**src/sv/ats_pkg.sv**
```systemverilog
// Package of shared types and constants for the alarm table scheduler.
package ats_pkg;
    localparam int MaxAlarms    = 16;
    localparam int MaxResults   = 16;
    localparam int SecsPerMin   = 60;
    localparam logic [7:0] SlackReset = 8'd5;
    localparam int TimeW = 40;
    localparam int TrigW = 41;

    localparam logic [1:0] CMD_SCHEDULE = 2'd0;
    localparam logic [1:0] CMD_CANCEL   = 2'd1;
    localparam logic [1:0] CMD_WAKEUP   = 2'd2;
    localparam logic [1:0] CMD_CLEAR    = 2'd3;

    localparam logic [2:0] ST_OK        = 3'd0;
    localparam logic [2:0] ST_DISABLED  = 3'd1;
    localparam logic [2:0] ST_PAST      = 3'd2;
    localparam logic [2:0] ST_FULL      = 3'd3;
    localparam logic [2:0] ST_NOT_FOUND = 3'd4;

    // Classified command passed from the front to the back
    typedef struct packed {
        logic [1:0]       cmd;
        logic             reject;
        logic [2:0]       status;
        logic [15:0]      alarm_id;
        logic [TrigW-1:0] trig;
        logic [TrigW:0]   lim;
    } ats_cmd_t;
endpackage

```
**src/sv/ats_front.sv**
```systemverilog
// Front part: accepts commands, computes trigger and limit, classifies.
module ats_front (
    input  logic                clk,
    input  logic                rst_n,
    input  logic                in_valid,
    output logic                in_ready,
    input  logic [114:0]        in_data,
    input  logic [7:0]          slack,
    output logic                q_valid,
    input  logic                q_ready,
    output ats_pkg::ats_cmd_t   q_data
);
    logic                      valid_reg;
    ats_pkg::ats_cmd_t         data_reg;
    ats_pkg::ats_cmd_t         cls;
    logic [1:0]                cmd;
    logic [15:0]               id;
    logic [39:0]               ev;
    logic [15:0]               adv;
    logic                      en;
    logic [39:0]               now;
    logic [21:0]               adv_sec;
    logic [ats_pkg::TrigW-1:0] trig;
    logic [ats_pkg::TrigW:0]   lim;

    assign cmd = in_data[1:0];
    assign id  = in_data[17:2];
    assign ev  = in_data[57:18];
    assign adv = in_data[73:58];
    assign en  = in_data[74];
    assign now = in_data[114:75];

    // Compute trigger and wakeup limit (limit can pass the top of the time range)
    assign adv_sec = 22'(adv) * 22'(ats_pkg::SecsPerMin);
    assign trig = {1'b0, ev} - {19'd0, adv_sec};
    assign lim  = {2'b0, now} + {34'd0, slack};

    // Classify the transaction
    always_comb
    begin
        cls.cmd = cmd;
        cls.alarm_id = id;
        cls.trig = trig;
        cls.lim = lim;
        cls.reject = 1'b0;
        cls.status = ats_pkg::ST_OK;
        if (cmd == ats_pkg::CMD_SCHEDULE)
        begin
            if (!en)
            begin
                cls.reject = 1'b1;
                cls.status = ats_pkg::ST_DISABLED;
            end
            else if ($signed(trig) <= $signed({1'b0, now}))
            begin
                cls.reject = 1'b1;
                cls.status = ats_pkg::ST_PAST;
            end
        end
    end

    assign in_ready = !valid_reg || q_ready;
    assign q_valid  = valid_reg;
    assign q_data   = data_reg;

    // Hold the queue stage
    always_ff @(posedge clk or negedge rst_n)
    begin
        if (!rst_n)
            valid_reg <= 1'b0;
        else if (in_ready)
            valid_reg <= in_valid;
    end

    always_ff @(posedge clk)
    begin
        if (in_ready && in_valid)
            data_reg <= cls;
    end
endmodule

```
**src/sv/ats_back.sv**
```systemverilog
// Back part: scans and updates the alarm table, emits results.
module ats_back #(
    parameter int MAX_ALARMS = ats_pkg::MaxAlarms
) (
    input  logic              clk,
    input  logic              rst_n,
    input  logic              q_valid,
    output logic              q_ready,
    input  ats_pkg::ats_cmd_t q_data,
    output logic              out_valid,
    input  logic              out_ready,
    output logic [71:0]       out_data,
    output logic              out_last
);
    localparam int IW = (MAX_ALARMS > 1) ? $clog2(MAX_ALARMS) : 1;
    localparam int CW = $clog2(MAX_ALARMS + 1);
    localparam int TW = ats_pkg::TrigW;

    typedef enum logic [4:0] {
        S_IDLE  = 5'b00001,
        S_SCAN  = 5'b00010,
        S_SHIFT = 5'b00100,
        S_EMIT  = 5'b01000,
        S_WAIT  = 5'b10000
    } state_t;

    state_t                state_reg;
    logic [MAX_ALARMS-1:0] used_reg;
    logic [15:0]           id_mem [MAX_ALARMS];
    logic [TW-1:0]         trig_mem [MAX_ALARMS];
    ats_pkg::ats_cmd_t     cmd_reg;
    logic [CW-1:0]         idx_reg;
    logic [CW-1:0]         cnt_reg;
    logic                  found_reg;
    logic [IW-1:0]         pos_reg;
    logic                  have_reg;
    logic [TW-1:0]         min_reg;
    logic [4:0]            k_reg;
    logic                  ovalid_reg;
    logic [2:0]            st_reg;
    logic                  fv_reg;
    logic [15:0]           fid_reg;
    logic                  olast_reg;
    logic                  mode_min_reg;
    logic                  pend_fire_reg;
    logic [15:0]           pend_id_reg;
    logic [IW-1:0]         ix;
    logic [4:0]            cnt_out;

    assign ix = idx_reg[IW-1:0];
    assign q_ready = (state_reg == S_IDLE) && !ovalid_reg;
    assign out_valid = ovalid_reg;
    assign out_last = olast_reg;
    assign cnt_out = (CW > 5 && cnt_reg > CW'(31)) ? 5'd31 : 5'(cnt_reg);
    assign out_data = {5'd0, cnt_out, min_reg & {TW{have_reg}}, have_reg,
                       fid_reg, fv_reg, st_reg};

    // Run the table sequencer
    always_ff @(posedge clk or negedge rst_n)
    begin
        if (!rst_n)
        begin
            state_reg <= S_IDLE;
            used_reg <= '0;
            cnt_reg <= '0;
            ovalid_reg <= 1'b0;
        end
        else
        begin
            case (state_reg)
                S_IDLE:
                begin
                    // Drain the last result before taking the next command
                    if (ovalid_reg)
                    begin
                        if (out_ready)
                            ovalid_reg <= 1'b0;
                    end
                    else if (q_valid)
                    begin
                        cmd_reg <= q_data;
                        idx_reg <= '0;
                        found_reg <= 1'b0;
                        pos_reg <= '0;
                        k_reg <= '0;
                        have_reg <= 1'b0;
                        state_reg <= S_SCAN;
                        if (q_data.cmd == ats_pkg::CMD_CLEAR)
                        begin
                            used_reg <= '0;
                            cnt_reg <= '0;
                            st_reg <= ats_pkg::ST_OK;
                            mode_min_reg <= 1'b1;
                        end
                        else if (q_data.reject)
                        begin
                            st_reg <= q_data.status;
                            mode_min_reg <= 1'b1;
                        end
                        else
                            mode_min_reg <= 1'b0;
                    end
                end
                S_SCAN:
                begin
                    // Walk one entry per cycle
                    if (idx_reg == CW'(MAX_ALARMS))
                    begin
                        if (mode_min_reg)
                        begin
                            olast_reg <= 1'b1;
                            if (cmd_reg.cmd == ats_pkg::CMD_WAKEUP && k_reg != 5'd0)
                            begin
                                fv_reg <= 1'b1;
                                fid_reg <= pend_id_reg;
                            end
                            else
                            begin
                                fv_reg <= 1'b0;
                                fid_reg <= '0;
                            end
                            state_reg <= S_EMIT;
                        end
                        else if (cmd_reg.cmd == ats_pkg::CMD_WAKEUP)
                        begin
                            idx_reg <= '0;
                            state_reg <= S_WAIT;
                            pend_fire_reg <= 1'b0;
                        end
                        else if (cmd_reg.cmd == ats_pkg::CMD_CANCEL && !found_reg)
                        begin
                            st_reg <= ats_pkg::ST_NOT_FOUND;
                            idx_reg <= '0; have_reg <= 1'b0; mode_min_reg <= 1'b1;
                        end
                        else if (!found_reg && cmd_reg.cmd == ats_pkg::CMD_SCHEDULE
                                 && cnt_reg >= CW'(MAX_ALARMS))
                        begin
                            st_reg <= ats_pkg::ST_FULL;
                            idx_reg <= '0; have_reg <= 1'b0; mode_min_reg <= 1'b1;
                        end
                        else
                        begin
                            idx_reg <= CW'(pos_reg);
                            state_reg <= S_SHIFT;
                        end
                    end
                    else
                    begin
                        // Track the earliest trigger on every pass
                        if (used_reg[ix] && (!have_reg ||
                            $signed(trig_mem[ix]) < $signed(min_reg)))
                        begin
                            min_reg <= trig_mem[ix];
                            have_reg <= 1'b1;
                        end
                        if (!mode_min_reg && used_reg[ix] && !found_reg &&
                            id_mem[ix] == cmd_reg.alarm_id)
                        begin
                            found_reg <= 1'b1;
                            pos_reg <= ix;
                        end
                        idx_reg <= idx_reg + CW'(1);
                    end
                end
                S_SHIFT:
                begin
                    // Close the gap or append
                    if (!found_reg)
                    begin
                        if (cmd_reg.cmd == ats_pkg::CMD_SCHEDULE)
                        begin
                            id_mem[cnt_reg[IW-1:0]] <= cmd_reg.alarm_id;
                            trig_mem[cnt_reg[IW-1:0]] <= cmd_reg.trig;
                            used_reg[cnt_reg[IW-1:0]] <= 1'b1;
                            cnt_reg <= cnt_reg + CW'(1);
                        end
                        st_reg <= ats_pkg::ST_OK;
                        idx_reg <= '0; have_reg <= 1'b0; mode_min_reg <= 1'b1;
                        state_reg <= S_SCAN;
                    end
                    else if (idx_reg + CW'(1) < CW'(MAX_ALARMS))
                    begin
                        id_mem[ix] <= id_mem[IW'(idx_reg + CW'(1))];
                        trig_mem[ix] <= trig_mem[IW'(idx_reg + CW'(1))];
                        used_reg[ix] <= used_reg[IW'(idx_reg + CW'(1))];
                        idx_reg <= idx_reg + CW'(1);
                    end
                    else
                    begin
                        used_reg[MAX_ALARMS-1] <= 1'b0;
                        cnt_reg <= cnt_reg - CW'(1);
                        found_reg <= 1'b0;
                    end
                end
                S_WAIT:
                begin
                    // Emit due entries, holding one back to mark the last
                    if (!ovalid_reg || out_ready)
                    begin
                        if (idx_reg == CW'(MAX_ALARMS) || k_reg == 5'(ats_pkg::MaxResults))
                        begin
                            idx_reg <= '0; have_reg <= 1'b0; mode_min_reg <= 1'b1;
                            st_reg <= ats_pkg::ST_OK;
                            ovalid_reg <= 1'b0;
                            state_reg <= S_SCAN;
                        end
                        else
                        begin
                            if (used_reg[ix] && $signed({trig_mem[ix][TW-1], trig_mem[ix]})
                                <= $signed(cmd_reg.lim))
                            begin
                                if (pend_fire_reg)
                                begin
                                    st_reg <= ats_pkg::ST_OK;
                                    fv_reg <= 1'b1;
                                    fid_reg <= pend_id_reg;
                                    olast_reg <= 1'b0;
                                    ovalid_reg <= 1'b1;
                                end
                                else
                                    ovalid_reg <= 1'b0;
                                pend_fire_reg <= 1'b1;
                                pend_id_reg <= id_mem[ix];
                                k_reg <= k_reg + 5'd1;
                            end
                            else
                                ovalid_reg <= 1'b0;
                            idx_reg <= idx_reg + CW'(1);
                        end
                    end
                end
                S_EMIT:
                begin
                    if (!ovalid_reg || out_ready)
                    begin
                        ovalid_reg <= 1'b1;
                        state_reg <= S_IDLE;
                    end
                end
                default: state_reg <= S_IDLE;
            endcase
        end
    end
endmodule

```
**src/sv/alarm_table_scheduler.sv**
```systemverilog
// Top level of the alarm table scheduler.
// The back part runs one command at a time against the table, one entry per
// cycle unless a due wakeup result waits on m_tready, and takes the next command
// only after its last result has been taken. A rejected schedule only scans for
// the summary; a schedule or cancel searches for the id, closes the gap (moving
// one entry per cycle) or appends as needed, then scans for the summary; a wakeup
// also walks the table for due entries. The front stage registers each command
// and holds the next command while the back is busy.
module alarm_table_scheduler #(
    parameter int MAX_ALARMS = ats_pkg::MaxAlarms
) (
    input  logic         clk,
    input  logic         rst_n,
    input  logic         s_tvalid,
    output logic         s_tready,
    // cmd[1:0], alarm_id[17:2], event_time[57:18], advance_mins[73:58],
    // is_enabled[74], now_time[114:75], zero fill
    input  logic [119:0] s_tdata,
    output logic         m_tvalid,
    input  logic         m_tready,
    // status[2:0], fired_valid[3], fired_id[19:4], next_valid[20],
    // next_epoch[61:21], pending_count[66:62], zero fill
    output logic [71:0]  m_tdata,
    output logic         m_tlast,
    input  logic         cfg_valid,
    output logic         cfg_ready,
    input  logic [7:0]   cfg_data
);
    logic [7:0]        slack_reg;
    logic              q_valid;
    logic              q_ready;
    ats_pkg::ats_cmd_t q_data;

    assign cfg_ready = 1'b1;

    // Hold the slack register
    always_ff @(posedge clk or negedge rst_n)
    begin
        if (!rst_n)
            slack_reg <= ats_pkg::SlackReset;
        else if (cfg_valid)
            slack_reg <= cfg_data;
    end

    ats_front u_front (
        .clk(clk), .rst_n(rst_n),
        .in_valid(s_tvalid), .in_ready(s_tready), .in_data(s_tdata[114:0]),
        .slack(slack_reg),
        .q_valid(q_valid), .q_ready(q_ready), .q_data(q_data)
    );

    ats_back #(.MAX_ALARMS(MAX_ALARMS)) u_back (
        .clk(clk), .rst_n(rst_n),
        .q_valid(q_valid), .q_ready(q_ready), .q_data(q_data),
        .out_valid(m_tvalid), .out_ready(m_tready),
        .out_data(m_tdata), .out_last(m_tlast)
    );
endmodule

```
**config.mk**
```make
export PLATFORM = sky130hd
export DESIGN_NAME = alarm_table_scheduler
export DESIGN_NICKNAME = d
export VERILOG_FILES = /design/src/sv/ats_pkg.sv /design/src/sv/ats_front.sv /design/src/sv/ats_back.sv /design/src/sv/alarm_table_scheduler.sv
export SDC_FILE = /design/constraint.sdc
export NUM_CORES = 2
export LEC_CHECK = 0
export ABC_AREA = 0
export BUFFER_PORTS_ARGS = -buffer_cell sky130_fd_sc_hd__buf_2
export CORE_AREA = 2 2 423 425
export CTS_BUF_LIST = sky130_fd_sc_hd__clkbuf_4 sky130_fd_sc_hd__clkbuf_8 sky130_fd_sc_hd__clkbuf_16
export DETAILED_ROUTE_END_ITERATION = 10
export DIE_AREA = 0 0 425 427
export PLACE_DENSITY = 0.58
export RECOVER_POWER = 100
export SLEW_MARGIN = 20
export SYNTH_ARGS = -nofsm -noshare
export SYNTH_HDL_FRONTEND = slang
export SYNTH_SLANG_ARGS = --single-unit
```
**constraint.sdc**
```tcl
create_clock -name clk -period 7.9 [get_ports clk]
set_input_delay 0.79 -clock clk [delete_from_list [all_inputs] [get_ports clk]]
set_output_delay 0.79 -clock clk [all_outputs]
set_load 0.01 [all_outputs]
```
Word level (Yosys, flattened, before mapping)
Memory sizes are Yosys's and may differ from the RTL's. A register that Yosys moved wholly into a read port is not among the register bits.
Index checks and enable logic that the tools add are counted.
{ "totals": {"reg_bits": 338, "ramBits": 912, "out_inout_bits": 76, "word_cells": 306, "mem_count": 2} }
{ "memory_table": {"columns": ["memory", "depth", "width", "read_ports", "rd_clocked_by_memory_dff", "write_ports", "line", "text"], "rows": [
  ["u_back.trig_mem", 16, 41, 2, 1, 1, "ats_back.sv:30", "logic [TW-1:0] trig_mem [MAX_ALARMS];"],
  ["u_back.id_mem", 16, 16, 2, 1, 1, "ats_back.sv:29", "logic [15:0] id_mem [MAX_ALARMS];"]
]} }
{ "classes": {"add_sub_neg": 6, "multipliers": 1, "magnitude_cmp": 10, "n_eq_ne": 41, "muxes": 156, "n_bitwise": 5, "reduce_logical": 54} }
{ "op_table": {"columns": ["operator", "n"], "rows": [
  ["16-bit two-way mux", 13],
  ["5-bit two-way mux", 30],
  ["1-bit two-way mux", 66],
  ["16-bit case mux with 2 select lines", 2],
  ["4-bit two-way mux", 11],
  ["41-bit by 42-bit less-or-equal comparator with 1-bit output", 1],
  ["3-bit two-way mux", 14],
  ["40-bit by 8-bit adder with 41-bit output", 1],
  ["41-bit AND", 1],
  ["41-bit less-or-equal comparator", 1],
  ["41-bit less-than comparator", 1],
  ["41-bit two-way mux", 1],
  ["41-bit OR reduction", 1],
  ["40-bit by 22-bit subtractor with 41-bit output", 1],
  ["5-bit case mux with 5 select lines", 1],
  ["6-bit AND reduction", 4],
  ["8-bit AND reduction", 3],
  ["16-bit by 4-bit multiplier with 20-bit output, second input constant", 1],
  ["5-bit case mux with 2 select lines", 2],
  ["5-bit case mux with 4 select lines", 1],
  ["2-bit by 1-bit inequality test with 1-bit output, second input constant", 9],
  ["16-bit bitwise mux", 1],
  ["16-bit equality test", 1],
  ["2-bit inequality test, second input constant", 8],
  ["43 further kinds", 98]
]} }

Logic depth before layout (Yosys ltp)
{ "depth": {"depth_word": 10, "ltp_mapped": 30} }

By module
A second synthesis with hierarchy kept.
{ "hier_totals": {"hier_cells": 3967, "hier_area_um2": 62409.9} }
{ "by_module_without_submodules": {"columns": ["module", "n_inst", "cells_per_inst", "area_each_um2", "seq_area_each_um2"], "rows": [
  ["ats_back", 1, 3174, 53980.5, 34058.9],
  ["ats_front", 1, 774, 8084.0, 3118.0],
  ["alarm_table_scheduler", 1, 19, 345.3, 202.7]
]} }

Worst setup path after synthesis
No wires, ideal clock.
{ "synth_path": {"path_type": "input port to flip-flop", "start": "input s_tdata[64]", "end": "register u_front.data_reg (netlist bit u_front.q_data[102]), data pin", "setup_time_ns": 0.266, "arrival_time_ns": 6.624, "required_time_ns": 7.634, "path_slack_ns": 1.010, "cell_stages": 26, "path_buffers": 0, "path_cell_list": "inv_1 > fa_1 > fa_1 > inv_1 > ha_1 > o211ai_1 > or2_0 > o221ai_1 > o41ai_1 > o21bai_1 > a21oi_1 > xor2_1 > ha_1 > a21oi_1 > nor2b_1 > a311oi_1 > o21ai_1 > nand3b_1 > xnor2_1 > ha_1 > nand4_1 > or4_1 > o311ai_0 > nor3_1 > nor3_1 > a211oi_1"} }
{ "synth_lines": {"columns": ["item", "line", "text"], "rows": [
  ["start: declaration", "alarm_table_scheduler.sv:18", "input logic [119:0] s_tdata,"],
  ["end signal: assignment", "ats_front.sv:78", "data_reg <= cls;"],
  ["end: declaration", "ats_front.sv:14", "ats_pkg::ats_cmd_t data_reg;"]
]} }

Worst setup path in the final report
{ "layout_path": {"start": "input rst_n", "end": "memory u_back.trig_mem[15][1] (netlist bit), enable pin"} }
{ "layout_via": {"elab_chain_cells": 4} }
{ "layout_lines": {"columns": ["item", "line", "text"], "rows": [
  ["start: declaration", "alarm_table_scheduler.sv:13", "input logic rst_n,"],
  ["1-bit logical AND (implied by the code)", "ats_back.sv:184", "trig_mem[ix] <= trig_mem[IW'(idx_reg + CW'(1))];"],
  ["1-bit two-way mux (implied by the code)", "ats_back.sv:184", null],
  ["41-bit OR reduction (no line)", null, null],
  ["4-bit two-way mux (no line) or 1-bit two-way mux (tied branches)", null, null],
  ["end: declaration", "ats_back.sv:30", null]
]} }
Parallel ways exist; a longest one is shown, timed or not.

==> metrics <==
RSZ-0062 raised after global routing=false; Max Fclk=0.134 GHz; Worst R2R End=u_back.min_reg[13]; Detail Placement HPWL=102,000 µm; status=complete, but fails checks; gr usage total=18.4%; initial antenna violation count=5; routed vias/inst=5.59; Max-Cap Viols=14; endpoints failing setup=0; CTS Buf Count=140; Synth Warn #=0; drt total wl=168,000 µm; initial core utilization=34.7%; CP Data Required Time=approximately 8.1 ns; Hold Violations, Final=0; IO Pins=209; max FFs per register=656; fraction of layout instances using a drive strength above 1=26.4%; failing checks=capacitance limit, slew limit; Post-synth EDFFs=between 1,000 and 1,500; CP top delay family=buffers and inverters; top cell type's share of synthesized area=59.1%; Total Die Area=about 0.18 mm²; Most flops, register=u_back.trig_mem; Reg2Reg Setup Slack=0.62 ns; post-synth cell types=86; drt first pass iters=7; top-count cell post-synth=edfxtp_1; Slew headroom=-136%; WP data arrival=7.68 ns; Power, Total=25.6 mW; Congestion Overflow GR=0; worst hold start=s_tdata[11]; Worst-path clk slew=~0.06 ns; drt wl/cell=26.6 µm; critical path class=in2reg; fin crit period=7.47 ns; Syn Inst Count=3,606; Nets=4,205; hold worst-path end=u_front.q_data[92]; Root Driver=clkbuf_16; largest net degree at the start of global routing=71; CP peak stage delay=1.94 ns; fillers=16,200; top_reg_cell synth=edfxtp_1; Area contributors post-synth=edfxtp_1 59%, mux4_2 21%, ha_1 3.7%; Least-Margin Pin Slew=3.53 ns; VDD IR max=0.237 mV; leak pwr=23.7 nW; Critical Path Slowest Stage Cell=clkbuf_1; sequential area share after synthesis=60.7%; Min-Delay Path Class=in2reg; CP bufs+invs=5; row count=155; Post-synth top cells=1,211 x edfxtp_1, 563 x mux4_2, 282 x nand2_1, 203 x inv_1, 181 x ha_1; Layout Skew=0.0272 ns; Final Slew Violations=573; Crit. End Element=flip-flop; setup TNS=0 ns; period utilisation layout=between 90% and 100%; worst-path cell chain=dlygate4sd3_1 > clkbuf_1 > clkbuf_1 > inv_1 > or3_1 > and3_1 > o21ai_0 > nor2_4 > clkbuf_4; most numerous cell on the critical path=clkbuf_1; FF+latch count, synth=1,251; PD cells=approximately 360 mW/mm²; Crit Path Max Fanout=between 50 and 60; number of global-route vias before repair=36,000; Starting DRT DRC Count=3,610; H-Tree Depth=4; Finished Core Util=39.6%; Synth async-reset ratio=roughly 2.9%; DRC Markers=0; Area Growth Syn to Fin=14.2%; Post-Syn Area=between 0.06 and 0.07 mm²; reg2reg path depth=12; Buffers on Ports=197; first-pass GRT wire length=245,000 µm; Hold Path Stages=1; Clock Sinks=1,251; Via Count=roughly 35,000; die height=427 µm; CTS resizes=0; Startpoint Class=input port; clock latency on the worst-skew pair=just under 0.8 ns; TritonCTS clock tree=built; Syn Area/Cell=17.1 µm²; area leader, netlist=edfxtp_1; Die Width=~430 µm; DRT antenna net count=0; core footprint=0.177 mm²; maximum clock path buffer count=3; GPL Wtd Cong=between 0.8 and 0.9
routing by layer:
metal  part of all wire, %  GRT usage [%]
met4                   2.4           5.08
met3                   6.0           3.13
met2                    49           30.1
met5                     0              0
met1                    43           25.3
placed cells by master, fill, tap and decap left out, drive strengths merged, types with 33 or more instances in the layout:
cell,count
nand4,34
nor2,107
xnor2,74
edfxtp,1211
buf,206
nand3,45
a21oi,94
xor2,33
clkinv,54
mux4,569
o21ai,79
nand2,282
and2,69
dfrtp,33
inv,216
clkbuf,248
nor3,50
ha,181
worst reg2reg max path, cell delays in order (launching register included):
cell and delay [ns]:
dfxtp_1 1.49, buf_12 0.49, mux4_2 0.67, mux4_2 0.54, ha_1 0.32, a21o_1 0.16, a211oi_1 0.26, o21bai_1 0.12
a21oi_1 0.38, o211ai_1 0.18, a211oi_1 0.89, and4_2 1.04, buf_4 0.41
layout make-up:
type	count	area [µm²]	area share [%]
Timing Repair Buffer	292	1670	2.38
Antenna cell	4	10.0	0.0143
Multi-Input combinational cell	1969	22700	32.3
Sequential cell	1251	37400	53.2
Inverter	205	772	1.10
Clock buffer	163	3690	5.26
Tap cell	2355	2950	4.20
Clock inverter	90	1070	1.52
logic make-up after synthesis:
kind of cell               after synthesis  share of synthesized area, %
adders and majority gates              213                          4.72
muxes                                  598                          21.4
xor gates and xnor gates               107                          1.52
DFF                                   1251                          60.7
AOI/OAI and AO/OA                      350                          3.66
and+or+nand+nor                        695                          5.40
buffers and inverters                  390                          2.60
other                                    2                        0.0122
through the flow:
| stage | std cells | instance area [µm²] | hold slack, ns | worst slack, ns |
|---|---|---|---|---|
| floorplan | 3610 | 61500 | 0.400 | 1.01 |
| global placement | 6071 | 65800 | 0.401 | 0.210 |
| detailed placement | 6071 | 65800 | 0.405 | 0.133 |
| CTS | 6325 | 70600 | 0.120 | 0.945 |
| global route | 6327 | 70200 | 0.138 | 0.106 |
| finish | 6329 | 70200 | 0.183 | 0.430 |
how the worst max path moves through the flow:
stage	slack, ns	depth (start not counted)	start	end
after CTS	0.94	33	s_tdata[65]	u_front.q_data[102]
final	0.43	9	rst_n	u_back.trig_mem[15][1]
after global routing	0.11	32	s_tdata[61]	u_front.q_data[102]
after floorplan	1.01	26	s_tdata[64]	u_front.q_data[102]
after global placement	0.21	33	s_tdata[61]	u_front.q_data[102]
after detailed placement	0.13	33	s_tdata[65]	u_front.q_data[102]
what timing repair did:
item / in CTS / in global routing
hold buffers: 1 / 0
setup buffers: 0 / 0
hold endpoints to repair: 6 / 0
where the power goes:
group | total (mW) | internal, mW | switching [mW]
Combinational | 10.2 | 4.57 | 5.61
Clock | 6.74 | 3.96 | 2.78
Sequential | 8.68 | 8.29 | 0.397
Note: power is estimated with default switching activity, not from simulation.
